===== src/sv/stroke_coverage_mask_unit_defines.svh =====
// Assertion macros for the stroke coverage mask unit.
// Expects clk and rst_n in the scope of every use.
`ifndef STROKE_COVERAGE_MASK_UNIT_DEFINES_SVH
`define STROKE_COVERAGE_MASK_UNIT_DEFINES_SVH

// same-cycle implication
`define SCM_ASSERT_IMP(name, ante, cons, msg) \
  name: assert property (@(posedge clk) disable iff (!rst_n) (ante) |-> (cons)) \
    else $error(msg);

// next-cycle implication
`define SCM_ASSERT_NXT(name, ante, cons, msg) \
  name: assert property (@(posedge clk) disable iff (!rst_n) (ante) |=> (cons)) \
    else $error(msg);

`endif


===== src/sv/scm_pkg.sv =====
// Shared constants, codes and types of the stroke coverage mask unit.
// No dependencies; used by the interfaces, the mask RAM and the sequencer.
package scm_pkg;

  localparam int SCM_MAX_WIDTH  = 512;
  localparam int SCM_MAX_HEIGHT = 512;
  localparam int SCM_MAX_SQUARE = 32;

  localparam int FUNC_W    = 2;
  localparam int POS_W     = 11;
  localparam int SIZE_W    = 6;
  localparam int BOX_W     = 10;
  localparam int CFG_W     = 10;
  localparam int CFG_IDX_W = 1;

  // signed geometry width: covers anchors, stamp extents and canvases up to 8191
  localparam int GEO_W = 14;

  localparam int CANVAS_RST = 512;

  localparam logic [FUNC_W-1:0] FUNC_STAMP = 2'd0;
  localparam logic [FUNC_W-1:0] FUNC_CLEAR = 2'd1;
  localparam logic [FUNC_W-1:0] FUNC_PROBE = 2'd2;

  localparam logic [CFG_IDX_W-1:0] CFG_CANVAS_W = 1'b0;
  localparam logic [CFG_IDX_W-1:0] CFG_CANVAS_H = 1'b1;

  typedef struct packed {
    logic wr_en;
    logic rd_en;
  } scm_ram_ctl_t;

endpackage


===== src/sv/scm_in_if.sv =====
// Input channel of the stroke coverage mask unit: valid/ready plus one item.
// Depends on scm_pkg for field widths.
interface scm_in_if;
  import scm_pkg::*;

  logic                     valid;
  logic                     ready;
  logic [FUNC_W-1:0]        func;
  logic signed [POS_W-1:0]  pos_x;
  logic signed [POS_W-1:0]  pos_y;
  logic [SIZE_W-1:0]        square_size;

  modport source (output valid, func, pos_x, pos_y, square_size, input ready);
  modport sink   (input valid, func, pos_x, pos_y, square_size, output ready);
endinterface


===== src/sv/scm_out_if.sv =====
// Result channel of the stroke coverage mask unit: valid/ready plus one result.
// Depends on scm_pkg for field widths.
interface scm_out_if;
  import scm_pkg::*;

  logic                     valid;
  logic                     ready;
  logic                     covered;
  logic                     box_empty;
  logic [BOX_W-1:0]         box_left;
  logic [BOX_W-1:0]         box_top;
  logic signed [BOX_W-1:0]  box_right;
  logic signed [BOX_W-1:0]  box_bottom;

  modport source (output valid, covered, box_empty, box_left, box_top, box_right,
                  box_bottom, input ready);
  modport sink   (input valid, covered, box_empty, box_left, box_top, box_right,
                  box_bottom, output ready);
endinterface


===== src/sv/scm_seq.sv =====
// Sequencer of the stroke coverage mask unit: item decode, clipping, dirty box,
// row read-modify-write loop, probe read, wipe pass and result register. Depends on scm_pkg.
`include "stroke_coverage_mask_unit_defines.svh"
module scm_seq #(
  parameter int MAX_WIDTH  = scm_pkg::SCM_MAX_WIDTH,
  parameter int MAX_HEIGHT = scm_pkg::SCM_MAX_HEIGHT
) (
  input  logic                               clk,
  input  logic                               rst_n,
  scm_in_if.sink                             in_ch,
  scm_out_if.source                          out_ch,
  input  logic                               cfg_we,
  input  logic [scm_pkg::CFG_IDX_W-1:0]      cfg_idx,
  input  logic [scm_pkg::CFG_W-1:0]          cfg_wdata,
  output scm_pkg::scm_ram_ctl_t              ram_ctl,
  output logic [$clog2(MAX_HEIGHT)-1:0]      wr_addr,
  output logic [MAX_WIDTH-1:0]               wr_data,
  output logic [$clog2(MAX_HEIGHT)-1:0]      rd_addr,
  input  logic [MAX_WIDTH-1:0]               rd_data
);
  import scm_pkg::*;

  localparam int RW = $clog2(MAX_HEIGHT);
  localparam int CW = $clog2(MAX_WIDTH);

  typedef enum logic [7:0] {
    ST_IDLE   = 8'b0000_0001,
    ST_WIPE   = 8'b0000_0010,
    ST_GEOM   = 8'b0000_0100,
    ST_MASK   = 8'b0000_1000,
    ST_RUN    = 8'b0001_0000,
    ST_PROBE  = 8'b0010_0000,
    ST_PRB_RD = 8'b0100_0000,
    ST_FIN    = 8'b1000_0000
  } scm_state_t;

  typedef logic signed [GEO_W-1:0] geo_t;

  function automatic geo_t clamp_dim(input logic [CFG_W-1:0] v, input int maxv);
    geo_t res;
    if (v == '0) begin
      res = GEO_W'(1);
    end else if (int'(v) > maxv) begin
      res = GEO_W'(maxv);
    end else begin
      res = GEO_W'(v);
    end
    return res;
  endfunction

  // control state
  scm_state_t       state_r, state_nxt;
  logic [RW-1:0]    row_r, row_nxt;
  logic             rd_active_r, rd_active_nxt;
  logic             pend_r, pend_nxt;
  logic             out_valid_r, out_valid_nxt;
  geo_t             canvas_w_r, canvas_w_nxt;
  geo_t             canvas_h_r, canvas_h_nxt;
  geo_t             box_l_r, box_l_nxt;
  geo_t             box_t_r, box_t_nxt;
  geo_t             box_rt_r, box_rt_nxt;
  geo_t             box_b_r, box_b_nxt;

  // payload
  logic [FUNC_W-1:0]  func_r, func_nxt;
  geo_t               px_r, px_nxt;
  geo_t               py_r, py_nxt;
  logic [SIZE_W-1:0]  size_r, size_nxt;
  logic               op_clr_r, op_clr_nxt;
  logic [CW-1:0]      col_lo_r, col_lo_nxt;
  logic [CW-1:0]      col_hi_r, col_hi_nxt;
  logic [RW-1:0]      row_end_r, row_end_nxt;
  logic [RW-1:0]      wr_row_r, wr_row_nxt;
  logic [MAX_WIDTH-1:0] col_mask_r, col_mask_nxt;
  logic               covered_r, covered_nxt;
  logic               out_covered_r, out_covered_nxt;
  logic               out_empty_r, out_empty_nxt;
  logic [BOX_W-1:0]   out_l_r, out_l_nxt;
  logic [BOX_W-1:0]   out_t_r, out_t_nxt;
  logic [BOX_W-1:0]   out_rt_r, out_rt_nxt;
  logic [BOX_W-1:0]   out_b_r, out_b_nxt;

  // stamp geometry
  geo_t sz, sz_m1, half, hi_off;
  geo_t x0, x1, y0, y1, x0c, x1c, y0c, y1c;
  logic hit, in_canvas, box_empty;
  logic in_acc;

  assign in_acc = in_ch.valid && in_ch.ready;
  assign in_ch.ready = (state_r == ST_IDLE);

  assign sz     = (int'(size_r) > SCM_MAX_SQUARE) ? GEO_W'(SCM_MAX_SQUARE) : GEO_W'(size_r);
  assign sz_m1  = sz - GEO_W'(1);
  assign half   = sz_m1 >>> 1;
  assign hi_off = sz_m1 - half;
  assign x0     = px_r - half;
  assign y0     = py_r - half;
  assign x1     = px_r + hi_off;
  assign y1     = py_r + hi_off;
  assign x0c    = (x0 < 0) ? '0 : x0;
  assign y0c    = (y0 < 0) ? '0 : y0;
  assign x1c    = (x1 >= canvas_w_r) ? canvas_w_r - GEO_W'(1) : x1;
  assign y1c    = (y1 >= canvas_h_r) ? canvas_h_r - GEO_W'(1) : y1;
  assign hit    = (size_r != '0) && (x0c <= x1c) && (y0c <= y1c);
  assign in_canvas = (px_r >= 0) && (py_r >= 0) && (px_r < canvas_w_r) && (py_r < canvas_h_r);
  assign box_empty = (box_rt_r < box_l_r) || (box_b_r < box_t_r);

  // memory port
  always_comb begin
    ram_ctl.rd_en = ((state_r == ST_RUN) && rd_active_r) || (state_r == ST_PROBE);
    ram_ctl.wr_en = (state_r == ST_WIPE) || ((state_r == ST_RUN) && pend_r);
    rd_addr = (state_r == ST_PROBE) ? py_r[RW-1:0] : row_r;
    wr_addr = (state_r == ST_WIPE) ? row_r : wr_row_r;
    if (state_r == ST_WIPE) begin
      wr_data = '0;
    end else if (op_clr_r) begin
      wr_data = rd_data & ~col_mask_r;
    end else begin
      wr_data = rd_data | col_mask_r;
    end
  end

  always_comb begin
    state_nxt       = state_r;
    row_nxt         = row_r;
    rd_active_nxt   = rd_active_r;
    pend_nxt        = pend_r;
    out_valid_nxt   = out_valid_r;
    canvas_w_nxt    = canvas_w_r;
    canvas_h_nxt    = canvas_h_r;
    box_l_nxt       = box_l_r;
    box_t_nxt       = box_t_r;
    box_rt_nxt      = box_rt_r;
    box_b_nxt       = box_b_r;
    func_nxt        = func_r;
    px_nxt          = px_r;
    py_nxt          = py_r;
    size_nxt        = size_r;
    op_clr_nxt      = op_clr_r;
    col_lo_nxt      = col_lo_r;
    col_hi_nxt      = col_hi_r;
    row_end_nxt     = row_end_r;
    wr_row_nxt      = wr_row_r;
    col_mask_nxt    = col_mask_r;
    covered_nxt     = covered_r;
    out_covered_nxt = out_covered_r;
    out_empty_nxt   = out_empty_r;
    out_l_nxt       = out_l_r;
    out_t_nxt       = out_t_r;
    out_rt_nxt      = out_rt_r;
    out_b_nxt       = out_b_r;

    // drop the result once taken
    if (out_valid_r && out_ch.ready) begin
      out_valid_nxt = 1'b0;
    end

    unique case (state_r)
      ST_IDLE: begin
        if (in_acc) begin
          func_nxt    = in_ch.func;
          px_nxt      = GEO_W'(in_ch.pos_x);
          py_nxt      = GEO_W'(in_ch.pos_y);
          size_nxt    = in_ch.square_size;
          covered_nxt = 1'b0;
          state_nxt   = ST_GEOM;
        end
      end
      ST_WIPE: begin
        if (int'(row_r) == MAX_HEIGHT - 1) begin
          state_nxt = ST_IDLE;
        end else begin
          row_nxt = row_r + RW'(1);
        end
      end
      ST_GEOM: begin
        state_nxt = ST_FIN;
        if (func_r == FUNC_STAMP) begin
          if (hit) begin
            op_clr_nxt  = 1'b0;
            col_lo_nxt  = x0c[CW-1:0];
            col_hi_nxt  = x1c[CW-1:0];
            row_nxt     = y0c[RW-1:0];
            row_end_nxt = y1c[RW-1:0];
            box_l_nxt   = (x0c < box_l_r) ? x0c : box_l_r;
            box_t_nxt   = (y0c < box_t_r) ? y0c : box_t_r;
            box_rt_nxt  = (x1c > box_rt_r) ? x1c : box_rt_r;
            box_b_nxt   = (y1c > box_b_r) ? y1c : box_b_r;
            state_nxt   = ST_MASK;
          end
        end else if (func_r == FUNC_CLEAR) begin
          if (!box_empty) begin
            op_clr_nxt  = 1'b1;
            col_lo_nxt  = box_l_r[CW-1:0];
            col_hi_nxt  = box_rt_r[CW-1:0];
            row_nxt     = box_t_r[RW-1:0];
            row_end_nxt = box_b_r[RW-1:0];
            state_nxt   = ST_MASK;
          end
          box_l_nxt  = canvas_w_r;
          box_t_nxt  = canvas_h_r;
          box_rt_nxt = -GEO_W'(1);
          box_b_nxt  = -GEO_W'(1);
        end else if (func_r == FUNC_PROBE) begin
          if (in_canvas) begin
            state_nxt = ST_PROBE;
          end
        end
      end
      ST_MASK: begin
        col_mask_nxt  = ({MAX_WIDTH{1'b1}} << col_lo_r)
                      & ({MAX_WIDTH{1'b1}} >> (CW'(MAX_WIDTH - 1) - col_hi_r));
        rd_active_nxt = 1'b1;
        pend_nxt      = 1'b0;
        state_nxt     = ST_RUN;
      end
      ST_RUN: begin
        pend_nxt   = rd_active_r;
        wr_row_nxt = row_r;
        if (rd_active_r) begin
          if (row_r == row_end_r) begin
            rd_active_nxt = 1'b0;
          end else begin
            row_nxt = row_r + RW'(1);
          end
        end
        if (!rd_active_r && !pend_r) begin
          state_nxt = ST_FIN;
        end
      end
      ST_PROBE: begin
        state_nxt = ST_PRB_RD;
      end
      ST_PRB_RD: begin
        covered_nxt = rd_data[px_r[CW-1:0]];
        state_nxt   = ST_FIN;
      end
      ST_FIN: begin
        if (!out_valid_r || out_ch.ready) begin
          out_valid_nxt   = 1'b1;
          out_covered_nxt = covered_r;
          out_empty_nxt   = box_empty;
          out_l_nxt       = BOX_W'(box_l_r);
          out_t_nxt       = BOX_W'(box_t_r);
          out_rt_nxt      = BOX_W'(box_rt_r);
          out_b_nxt       = BOX_W'(box_b_r);
          state_nxt       = ST_IDLE;
        end
      end
      default: begin
        state_nxt = ST_IDLE;
      end
    endcase

    // canvas write: new size, empty box, wipe the mask
    if (cfg_we) begin
      unique case (cfg_idx)
        CFG_CANVAS_W: canvas_w_nxt = clamp_dim(cfg_wdata, MAX_WIDTH);
        CFG_CANVAS_H: canvas_h_nxt = clamp_dim(cfg_wdata, MAX_HEIGHT);
        default: ;
      endcase
      box_l_nxt     = canvas_w_nxt;
      box_t_nxt     = canvas_h_nxt;
      box_rt_nxt    = -GEO_W'(1);
      box_b_nxt     = -GEO_W'(1);
      rd_active_nxt = 1'b0;
      pend_nxt      = 1'b0;
      row_nxt       = '0;
      state_nxt     = ST_WIPE;
    end
  end

  always_ff @(posedge clk) begin
    if (!rst_n) begin
      state_r     <= ST_WIPE;
      row_r       <= '0;
      rd_active_r <= 1'b0;
      pend_r      <= 1'b0;
      out_valid_r <= 1'b0;
      canvas_w_r  <= clamp_dim(CFG_W'(CANVAS_RST), MAX_WIDTH);
      canvas_h_r  <= clamp_dim(CFG_W'(CANVAS_RST), MAX_HEIGHT);
      box_l_r     <= clamp_dim(CFG_W'(CANVAS_RST), MAX_WIDTH);
      box_t_r     <= clamp_dim(CFG_W'(CANVAS_RST), MAX_HEIGHT);
      box_rt_r    <= -GEO_W'(1);
      box_b_r     <= -GEO_W'(1);
    end else begin
      state_r     <= state_nxt;
      row_r       <= row_nxt;
      rd_active_r <= rd_active_nxt;
      pend_r      <= pend_nxt;
      out_valid_r <= out_valid_nxt;
      canvas_w_r  <= canvas_w_nxt;
      canvas_h_r  <= canvas_h_nxt;
      box_l_r     <= box_l_nxt;
      box_t_r     <= box_t_nxt;
      box_rt_r    <= box_rt_nxt;
      box_b_r     <= box_b_nxt;
    end
  end

  always_ff @(posedge clk) begin
    func_r        <= func_nxt;
    px_r          <= px_nxt;
    py_r          <= py_nxt;
    size_r        <= size_nxt;
    op_clr_r      <= op_clr_nxt;
    col_lo_r      <= col_lo_nxt;
    col_hi_r      <= col_hi_nxt;
    row_end_r     <= row_end_nxt;
    wr_row_r      <= wr_row_nxt;
    col_mask_r    <= col_mask_nxt;
    covered_r     <= covered_nxt;
    out_covered_r <= out_covered_nxt;
    out_empty_r   <= out_empty_nxt;
    out_l_r       <= out_l_nxt;
    out_t_r       <= out_t_nxt;
    out_rt_r      <= out_rt_nxt;
    out_b_r       <= out_b_nxt;
  end

  assign out_ch.valid      = out_valid_r;
  assign out_ch.covered    = out_covered_r;
  assign out_ch.box_empty  = out_empty_r;
  assign out_ch.box_left   = out_l_r;
  assign out_ch.box_top    = out_t_r;
  assign out_ch.box_right  = out_rt_r;
  assign out_ch.box_bottom = out_b_r;

  `SCM_ASSERT_IMP(a_rmw_no_overlap, ram_ctl.wr_en && ram_ctl.rd_en, wr_addr != rd_addr, "read and write hit the same mask row")
  `SCM_ASSERT_IMP(a_run_in_range, (state_r == ST_RUN) && rd_active_r, row_r <= row_end_r, "row walk passed its last row")
  `SCM_ASSERT_NXT(a_fin_holds, (state_r == ST_FIN) && out_valid_r && !out_ch.ready && !cfg_we, (state_r == ST_FIN) && out_valid_r, "finished result overwrote a waiting beat")
  `SCM_ASSERT_IMP(a_wipe_blocks, (state_r == ST_WIPE) || (state_r == ST_RUN), !in_ch.ready, "item taken during mask update")

endmodule


===== src/flat_wrapper.sv =====
// flat-port wrapper written by rule: the top's interface ports become plain ports
module scm_seq_flat import scm_pkg::*;
#(
  parameter int MAX_WIDTH  = scm_pkg::SCM_MAX_WIDTH,
  parameter int MAX_HEIGHT = scm_pkg::SCM_MAX_HEIGHT
)
  (clk, rst_n, cfg_we, cfg_idx, cfg_wdata, ram_ctl, wr_addr, wr_data, rd_addr, rd_data, in_ch_valid, in_ch_func, in_ch_pos_x, in_ch_pos_y, in_ch_square_size, in_ch_ready, out_ch_valid, out_ch_covered, out_ch_box_empty, out_ch_box_left, out_ch_box_top, out_ch_box_right, out_ch_box_bottom, out_ch_ready);
  scm_in_if in_ch_i ();
  scm_out_if out_ch_i ();
  input  logic clk;
  input  logic rst_n;
  input  logic cfg_we;
  input  logic [scm_pkg::CFG_IDX_W-1:0] cfg_idx;
  input  logic [scm_pkg::CFG_W-1:0] cfg_wdata;
  output scm_pkg::scm_ram_ctl_t ram_ctl;
  output logic [$clog2(MAX_HEIGHT)-1:0] wr_addr;
  output logic [MAX_WIDTH-1:0] wr_data;
  output logic [$clog2(MAX_HEIGHT)-1:0] rd_addr;
  input  logic [MAX_WIDTH-1:0] rd_data;
  input wire logic [$bits(in_ch_i.valid)-1:0] in_ch_valid;
  input wire logic [$bits(in_ch_i.func)-1:0] in_ch_func;
  input wire logic [$bits(in_ch_i.pos_x)-1:0] in_ch_pos_x;
  input wire logic [$bits(in_ch_i.pos_y)-1:0] in_ch_pos_y;
  input wire logic [$bits(in_ch_i.square_size)-1:0] in_ch_square_size;
  output wire logic [$bits(in_ch_i.ready)-1:0] in_ch_ready;
  output wire logic [$bits(out_ch_i.valid)-1:0] out_ch_valid;
  output wire logic [$bits(out_ch_i.covered)-1:0] out_ch_covered;
  output wire logic [$bits(out_ch_i.box_empty)-1:0] out_ch_box_empty;
  output wire logic [$bits(out_ch_i.box_left)-1:0] out_ch_box_left;
  output wire logic [$bits(out_ch_i.box_top)-1:0] out_ch_box_top;
  output wire logic [$bits(out_ch_i.box_right)-1:0] out_ch_box_right;
  output wire logic [$bits(out_ch_i.box_bottom)-1:0] out_ch_box_bottom;
  input wire logic [$bits(out_ch_i.ready)-1:0] out_ch_ready;
  assign in_ch_i.valid = in_ch_valid;
  assign in_ch_i.func = in_ch_func;
  assign in_ch_i.pos_x = in_ch_pos_x;
  assign in_ch_i.pos_y = in_ch_pos_y;
  assign in_ch_i.square_size = in_ch_square_size;
  assign in_ch_ready = in_ch_i.ready;
  assign out_ch_valid = out_ch_i.valid;
  assign out_ch_covered = out_ch_i.covered;
  assign out_ch_box_empty = out_ch_i.box_empty;
  assign out_ch_box_left = out_ch_i.box_left;
  assign out_ch_box_top = out_ch_i.box_top;
  assign out_ch_box_right = out_ch_i.box_right;
  assign out_ch_box_bottom = out_ch_i.box_bottom;
  assign out_ch_i.ready = out_ch_ready;
  scm_seq #(.MAX_WIDTH(MAX_WIDTH), .MAX_HEIGHT(MAX_HEIGHT)) u_core (.clk(clk), .rst_n(rst_n), .in_ch(in_ch_i), .out_ch(out_ch_i), .cfg_we(cfg_we), .cfg_idx(cfg_idx), .cfg_wdata(cfg_wdata), .ram_ctl(ram_ctl), .wr_addr(wr_addr), .wr_data(wr_data), .rd_addr(rd_addr), .rd_data(rd_data));
endmodule

===== config.mk =====
export PLATFORM = sky130hd
export DESIGN_NAME = scm_seq_flat
export DESIGN_NICKNAME = d
export VERILOG_FILES = /design/src/sv/scm_pkg.sv /design/src/sv/scm_in_if.sv /design/src/sv/scm_out_if.sv /design/src/sv/scm_seq.sv /design/src/flat_wrapper.sv
export VERILOG_INCLUDE_DIRS = /design/src /design/src/sv
export SDC_FILE = /design/constraint.sdc
export NUM_CORES = 2
export LEC_CHECK = 0
export BUFFER_PORTS_ARGS = -buffer_cell sky130_fd_sc_hd__buf_4
export CAP_MARGIN = 20
export CORE_AREA = 3 3 435 437
export CTS_CLUSTER_DIAMETER = 30
export CTS_CLUSTER_SIZE = 16
export DETAILED_ROUTE_END_ITERATION = 8
export DIE_AREA = 0 0 438 440
export PLACE_DENSITY_LB_ADDON = 0.08
export SYNTH_ARGS = -nofsm -noshare
export SYNTH_HDL_FRONTEND = slang
export SYNTH_SLANG_ARGS = --single-unit

===== constraint.sdc =====
create_clock -name clk -period 21.3 [get_ports clk]
set_input_delay 1.065 -clock clk [delete_from_list [all_inputs] [get_ports clk]]
set_output_delay 1.065 -clock clk [all_outputs]
set_load 0.02 [all_outputs]

Word-level counts from Yosys, hierarchy flattened
Index checks and enable logic that the tools add are counted.
{"block": "op_classes", "add_sub_neg": 10, "order_cmp": 19, "eq_ne": 29, "shift": 2, "n_mux": 79, "bitwise_logic": 5, "n_reduce_logical": 37}
{"op": "$and 512x512->512", "count": 2}
{"op": "$mux 512", "count": 2}
{"op": "$not 512->512", "count": 1}
{"op": "$or 512x512->512", "count": 1}
{"op": "$shl 512x9->512 const A", "count": 1}
{"op": "$shr 512x9->512 const A", "count": 1}
{"op": "$mux 14", "count": 26}
{"op": "$mux 9", "count": 21}
{"op": "$mux 8", "count": 10}
{"op": "$pmux 8 s8", "count": 1}
{"op": "$lt 14x14->1", "count": 4}
{"op": "$add 11x14->14", "count": 2}
{"op": "$ge 14x14->1", "count": 2}
{"op": "$gt 14x14->1", "count": 2}
{"op": "$le 14x14->1", "count": 2}
{"op": "$lt 11x14->1", "count": 2}
{"op": "$lt 14x1->1 const B", "count": 2}
{"op": "$sub 11x13->14", "count": 2}
{"op": "$sub 14x2->14 const B", "count": 2}
{"op": "$pmux 9 s3", "count": 1}
{"op": "$reduce_and 4->1", "count": 6}
{"op": "$ge 11x1->1 const B", "count": 2}
{"op": "$ne 2x2->1 const B", "count": 8}
{"op": "$sub 14x13->14", "count": 1}
{"op": "39 further kinds", "count": 77}
{"block": "word_totals", "regBits": 726, "in_bits": 558, "out_inout_bits": 576, "word_cells": 209}

Logic depth before layout (Yosys ltp)
{"block": "depth", "word_depth": 14, "mapped_depth": 41, "ltp_nobuf": 38}

Worst setup path after synthesis
OpenSTA, ideal clock, no wires.
{"block": "synth_timing", "path_type": "register -> register", "startpoint": "register u_core.state_r[0]", "endpoint": "register u_core.state_r[0]", "setup_ns": 0.128, "t_arrival_ns": 16.003, "required_ns": 21.172, "setup_slack_ns": 5.169, "stages_incl_launch_ff": 7, "period_less_slack_ns": 16.131, "path_cell_list": "dfxtp_1 > nor4_1 > and4b_1 > clkbuf_1 > nor3_1 > a21oi_1 > nor2_1"}
{"block": "synth_via", "elab_chain_cells": 4}
{"element": "start, declared", "line_no": "scm_seq.sv:52", "text": "scm_state_t state_r, state_nxt;"}
{"element": "start signal, assigned", "line_no": "scm_seq.sv:287", "text": "state_r <= state_nxt;"}
{"element": "$eq 8x1->1", "line_no": "scm_seq.sv:90, scm_seq.sv:158"}
{"element": "$logic_and 1x1->1", "line_no": "scm_seq.sv:89", "text": "assign in_acc = in_ch.valid && in_ch.ready;"}
{"element": "$ne 2x2->1 (no source line)"}
{"element": "$reduce_and 4->1 (no source line)"}
Parallel ways exist; a longest one is shown, timed or not.
A chain may end at the register's enable or synchronous reset.

Worst setup path after layout
{"block": "layout_timing", "startpoint": "register u_core.size_r[5]", "endpoint": "register u_core.box_rt_r[9]"}
{"block": "layout_via", "elab_chain_cells": 12}
{"element": "start, declared", "line_no": "scm_seq.sv:68", "text": "logic [SIZE_W-1:0] size_r, size_nxt;"}
{"element": "start signal, assigned", "line_no": "scm_seq.sv:305", "text": "size_r <= size_nxt;"}
{"element": "$gt 6x6->1", "line_no": "scm_seq.sv:92", "text": "assign sz = (int'(size_r) > SCM_MAX_SQUARE) ? GEO_W'(SCM_MAX_SQUARE) : GEO_W'(size_r);"}
{"element": "$mux 6", "line_no": "scm_seq.sv:92"}
{"element": "$sub 6x1->7", "line_no": "scm_seq.sv:93", "text": "assign sz_m1 = sz - GEO_W'(1);"}
{"element": "$sub 14x13->14", "line_no": "scm_seq.sv:95", "text": "assign hi_off = sz_m1 - half;"}
{"element": "$add 11x14->14", "line_no": "scm_seq.sv:98", "text": "assign x1 = px_r + hi_off;"}
{"element": "$ge 14x14->1", "line_no": "scm_seq.sv:102", "text": "assign x1c = (x1 >= canvas_w_r) ? canvas_w_r - GEO_W'(1) : x1;"}
{"element": "$mux 14", "line_no": "scm_seq.sv:102"}
{"element": "$le 14x14->1", "line_no": "scm_seq.sv:104", "text": "assign hit = (size_r != '0) && (x0c <= x1c) && (y0c <= y1c);"}
{"element": "$logic_and 1x1->1 (2 in series)", "line_no": "scm_seq.sv:104"}
{"element": "$ne 2x1->1 (no source line)"}
{"element": "$reduce_and 4->1 (no source line)"}
{"element": "end signal, assigned", "line_no": "scm_seq.sv:284", "text": "box_rt_r <= -GEO_W'(1);"}
{"element": "end signal, assigned", "line_no": "scm_seq.sv:296", "text": "box_rt_r <= box_rt_nxt;"}
{"element": "end, declared", "line_no": "scm_seq.sv:61", "text": "geo_t box_rt_r, box_rt_nxt;"}
Parallel ways exist; a longest one is shown, timed or not. The select of a mux whose other input is x is not followed.

==> summary.md <==
| Metric | Value |
|---|---|
| Tcrit/Tclk final | 52.7% |
| FFs w/ async S/R, synth | 0% |
| Initial Util | 27.7% |
| Worst-path fanout max | 27 |
| Mapped Cells | 5338 |
| Max Slew Vio Count | 0 |
| Sequential area share after synthesis | 40.4% |
| Status | complete, no violations |
| Nets | 7181 |
| Hold_ws | 0.428 ns |
| Final hold viol count | 0 |
| Sequential power share | 33.4% |
| Dpl hpwl | 277 mm |
| Final routed DRC violation total | 0 |
| Mean post-synth cell area | 9.62 um^2 |
| Vias in the first global route | 50757 |
| Vias | 52877 |
| RSZ-0062 raised after global routing | no |
| H-tree levels | 4 |
| Clock skew | 0.0405 ns |
| CTS tree | built |
| P_leak | 28.8 nW |
| Final WS setup | 10.07 ns |
| Port bufs | 1133 |
| Slowest-stage cell, CP | nor3_4 |
| Top_reg_cell synth | edfxtp_1 |
| Area Overhead vs Synth | 34.8% |
| Fmax | 0.0890 GHz |
| Final ANT Viol Nets | 0 |
| Die width | 438 um |
| Most frequent CP cell | ha_1 |
| Synth Warn # | 0 |
| Final wirelength | 357 mm |
| Power per cell area | 66.5 mW/mm^2 |
| VDD IR-drop max | 0.0865 mV |
| Final TNS setup | 0 ns |
| Clk_lat worst skew | 0.82 ns |
| Clock Pin Slew Worst Setup and Hold Paths | 0.04 ns |
| Post-synth EDFFs | 622 |
| Net switching power | 1.07 mW |
| IO Count | 1134 |
| Min-Delay Path Class | primary input to flop |
| Ranking of synthesized cells by area | edfxtp_1 (36%), mux2i_1 (10%), mux4_2 (7.1%) |
| Hold-fix buffers, CTS | 0 |
| Post-synth top area cell | edfxtp_1 |
| Net Sw Frac | 23.3% |
| Core Region | 0.185 mm^2 |
| #FFs+latches synth | 726 |
| Avg WL per Cell | 39.4 um |
| Internal power | 3.53 mW |
| Post-synth top cells | nor2_1 (910), edfxtp_1 (622), mux2i_1 (526) |
| Die height | 440 um |
| Slew at the pin closest to its max-slew limit | 1.40 ns |
| Clock buffer depth | 3 |
| Comb pwr share | 5.4% |
| CTS resizes | 0 |
| DRT Pass-1 Iters | 7 |
| Worst setup SP type | flop |
| WP data required | 21.94 ns |
| Count leader, synth | nor2_1 |
| Root Driver | clkbuf_16 |
| Core Rows | 158 |
| Slowest stage delay, CP | 0.79 ns |
| Max-slew headroom | 6.61% |
| Top-area cell type share of the netlist area | 36.4% |
| Crit end category | flop |
| Place WS | 10.0 ns |
| Die Area | 0.193 mm^2 |
| Setup bufs post-CTS | 0 |
| Vias per cell | 5.83 |
| GRT overflow | 0 |
| First-pass GRT wire length | 469 mm |
| Clock Power Share | 61.2% |
| Setup Crit Path Kind | flop to flop |
| Synth Cell Area | 0.0513 mm^2 |
| GP Congestion | 1.07 |
| DR iter-0 viols | 6321 |
| Final setup violation count | 0 |
| Post-layout minimum cycle time | 11.23 ns |
| Initial antenna violation count | 44 |
| TritonCTS Buffers | 179 |
| All-Layer GR Usage | 35.6% |
| Layout cell share with drive strength beyond 1 | 28.7% |
| Clock Sinks | 726 |
| Maxcap violations | 0 |
| Largest net degree at the start of global routing | 180 |
| Synth unique cells | 88 |
| WP data arrival | 11.87 ns |
[power groups by stage]
stage | Combinational (mW) | Sequential [mW] | Clock (mW)
2_1_floorplan | 0.0986 | 1.56 | 0
3_3_place_gp | 0.246 | 1.56 | 0
3_5_place_dp | 0.246 | 1.56 | 0
4_1_cts | 0.248 | 1.54 | 2.85
5_1_grt | 0.265 | 1.54 | 2.93
6_report | 0.248 | 1.54 | 2.82
[flip-flops by register name, indices dropped and copies added, names as in the netlist, 2 cells and up]
name / cells
u_core.box_rt_r: 14
u_core.px_r: 11
u_core.col_mask_r: 512
u_core.col_hi_r: 9
u_core.func_r: 2
u_core.box_t_r: 14
u_core.wr_row_r: 9
u_core.canvas_h_r: 14
u_core.row_r: 9
u_core.out_ch.box_right: 10
u_core.py_r: 11
u_core.size_r: 6
u_core.out_ch.box_bottom: 10
u_core.canvas_w_r: 14
u_core.out_ch.box_left: 10
u_core.row_end_r: 9
u_core.box_b_r: 14
u_core.box_l_r: 14
u_core.state_r: 8
u_core.col_lo_r: 9
u_core.out_ch.box_top: 10
[worst max-delay path: cells and delay by family, from the launching register on]
kind / cells / cell delay, ns
compound gates: 14 / 3.89
xor+xnor: 2 / 0.59
flops: 1 / 0.47
buf+inv: 1 / 0.18
simple gates: 13 / 3.96
fa+ha+maj: 6 / 1.99
[worst paths after layout]
check	start	endpoint	slack [ns]	cells after the start
worst max-delay path	u_core.size_r[5]$_DFFE_PP_	u_core.box_rt_r[9]$_SDFFE_PP1P_	10.07	36
worst min-delay path	in_ch_pos_x[4]	u_core.px_r[4]$_DFFE_PP_	0.43	1
worst max register to register	u_core.size_r[5]$_DFFE_PP_	u_core.box_rt_r[9]$_SDFFE_PP1P_	10.07	36
worst min register to register	u_core.covered_r$_SDFFCE_PN0P_	u_core.out_ch.covered$_DFFE_PP_	0.43	0
[metal layers]
| metal | vias to the layer above | wire length, um | share of wire (%) | track usage (%) |
|---|---|---|---|---|
| met5 | - | 132 | 0.037 | 0 |
| met4 | 18 | 20400 | 5.7 | 17.3 |
| met3 | 801 | 28000 | 7.8 | 8.90 |
| met2 | 3107 | 166000 | 47 | 57.5 |
| met1 | 26880 | 142000 | 40 | 44.3 |
| li1 | 22071 | - | - | - |
[through the flow]
stage | cells | area (um^2) | power (mW) | util, %
final | 9063 | 69200 | 4.60 | 37.3
after global placement | 8692 | 62700 | 1.81 | 33.8
after detailed placement | 8694 | 62700 | 1.81 | 33.8
after global routing | 9043 | 69200 | 4.73 | 37.3
after floorplan | 5341 | 51300 | 1.66 | -
after CTS | 9030 | 69100 | 4.64 | 37.2
[cells in the final DEF (no fill, tap or decap), types with 16 or more instances in the layout]
cell type   count
or2_2          22
dfxtp_1       104
a21o_1         37
xnor2_1        61
nor3_1        134
a21oi_1       293
a221oi_1      121
o21ai_1        22
nand2b_1       59
and2_1         42
xor2_1         16
nor2_1        900
o31ai_1        17
a31oi_1        36
o21a_1         24
mux2i_1       526
mux4_2        161
a22oi_1        22
nor4_1         18
nor2b_1        21
a211oi_1      162
edfxtp_1      622
clkbuf_1       21
nand4_1        22
o21ai_0       270
and3_1         55
clkinv_2       25
clkbuf_16     180
or3_1          17
buf_4        1300
o211ai_1       24
clkinv_4       20
clkinvlp_4     23
nand3_1        64
bufinv_16      23
diode_2        22
ha_1          212
inv_1         159
nand2_1       416
[cell families after synthesis]
group | count (synthesis) | synth area share [%]
fa+ha+maj | 220 | 5.42
compound gates | 1189 | 15.3
mux | 698 | 17.6
other cells | 1 | 0.00731
buf+inv | 596 | 4.42
simple gates | 1831 | 15.6
xor+xnor | 77 | 1.31
flops | 726 | 40.4
[cell type report]
class	instances	area, um^2
tap	2480	3100
antenna	22	55.1
multi-input combinational	4019	28400
fill	19032	116000
sequential	726	20800
timing repair buffer	1314	9940
inverter	166	632
clock inverter	127	1630
clock buffer	209	4690
Power figures use the tool's default switching activity.
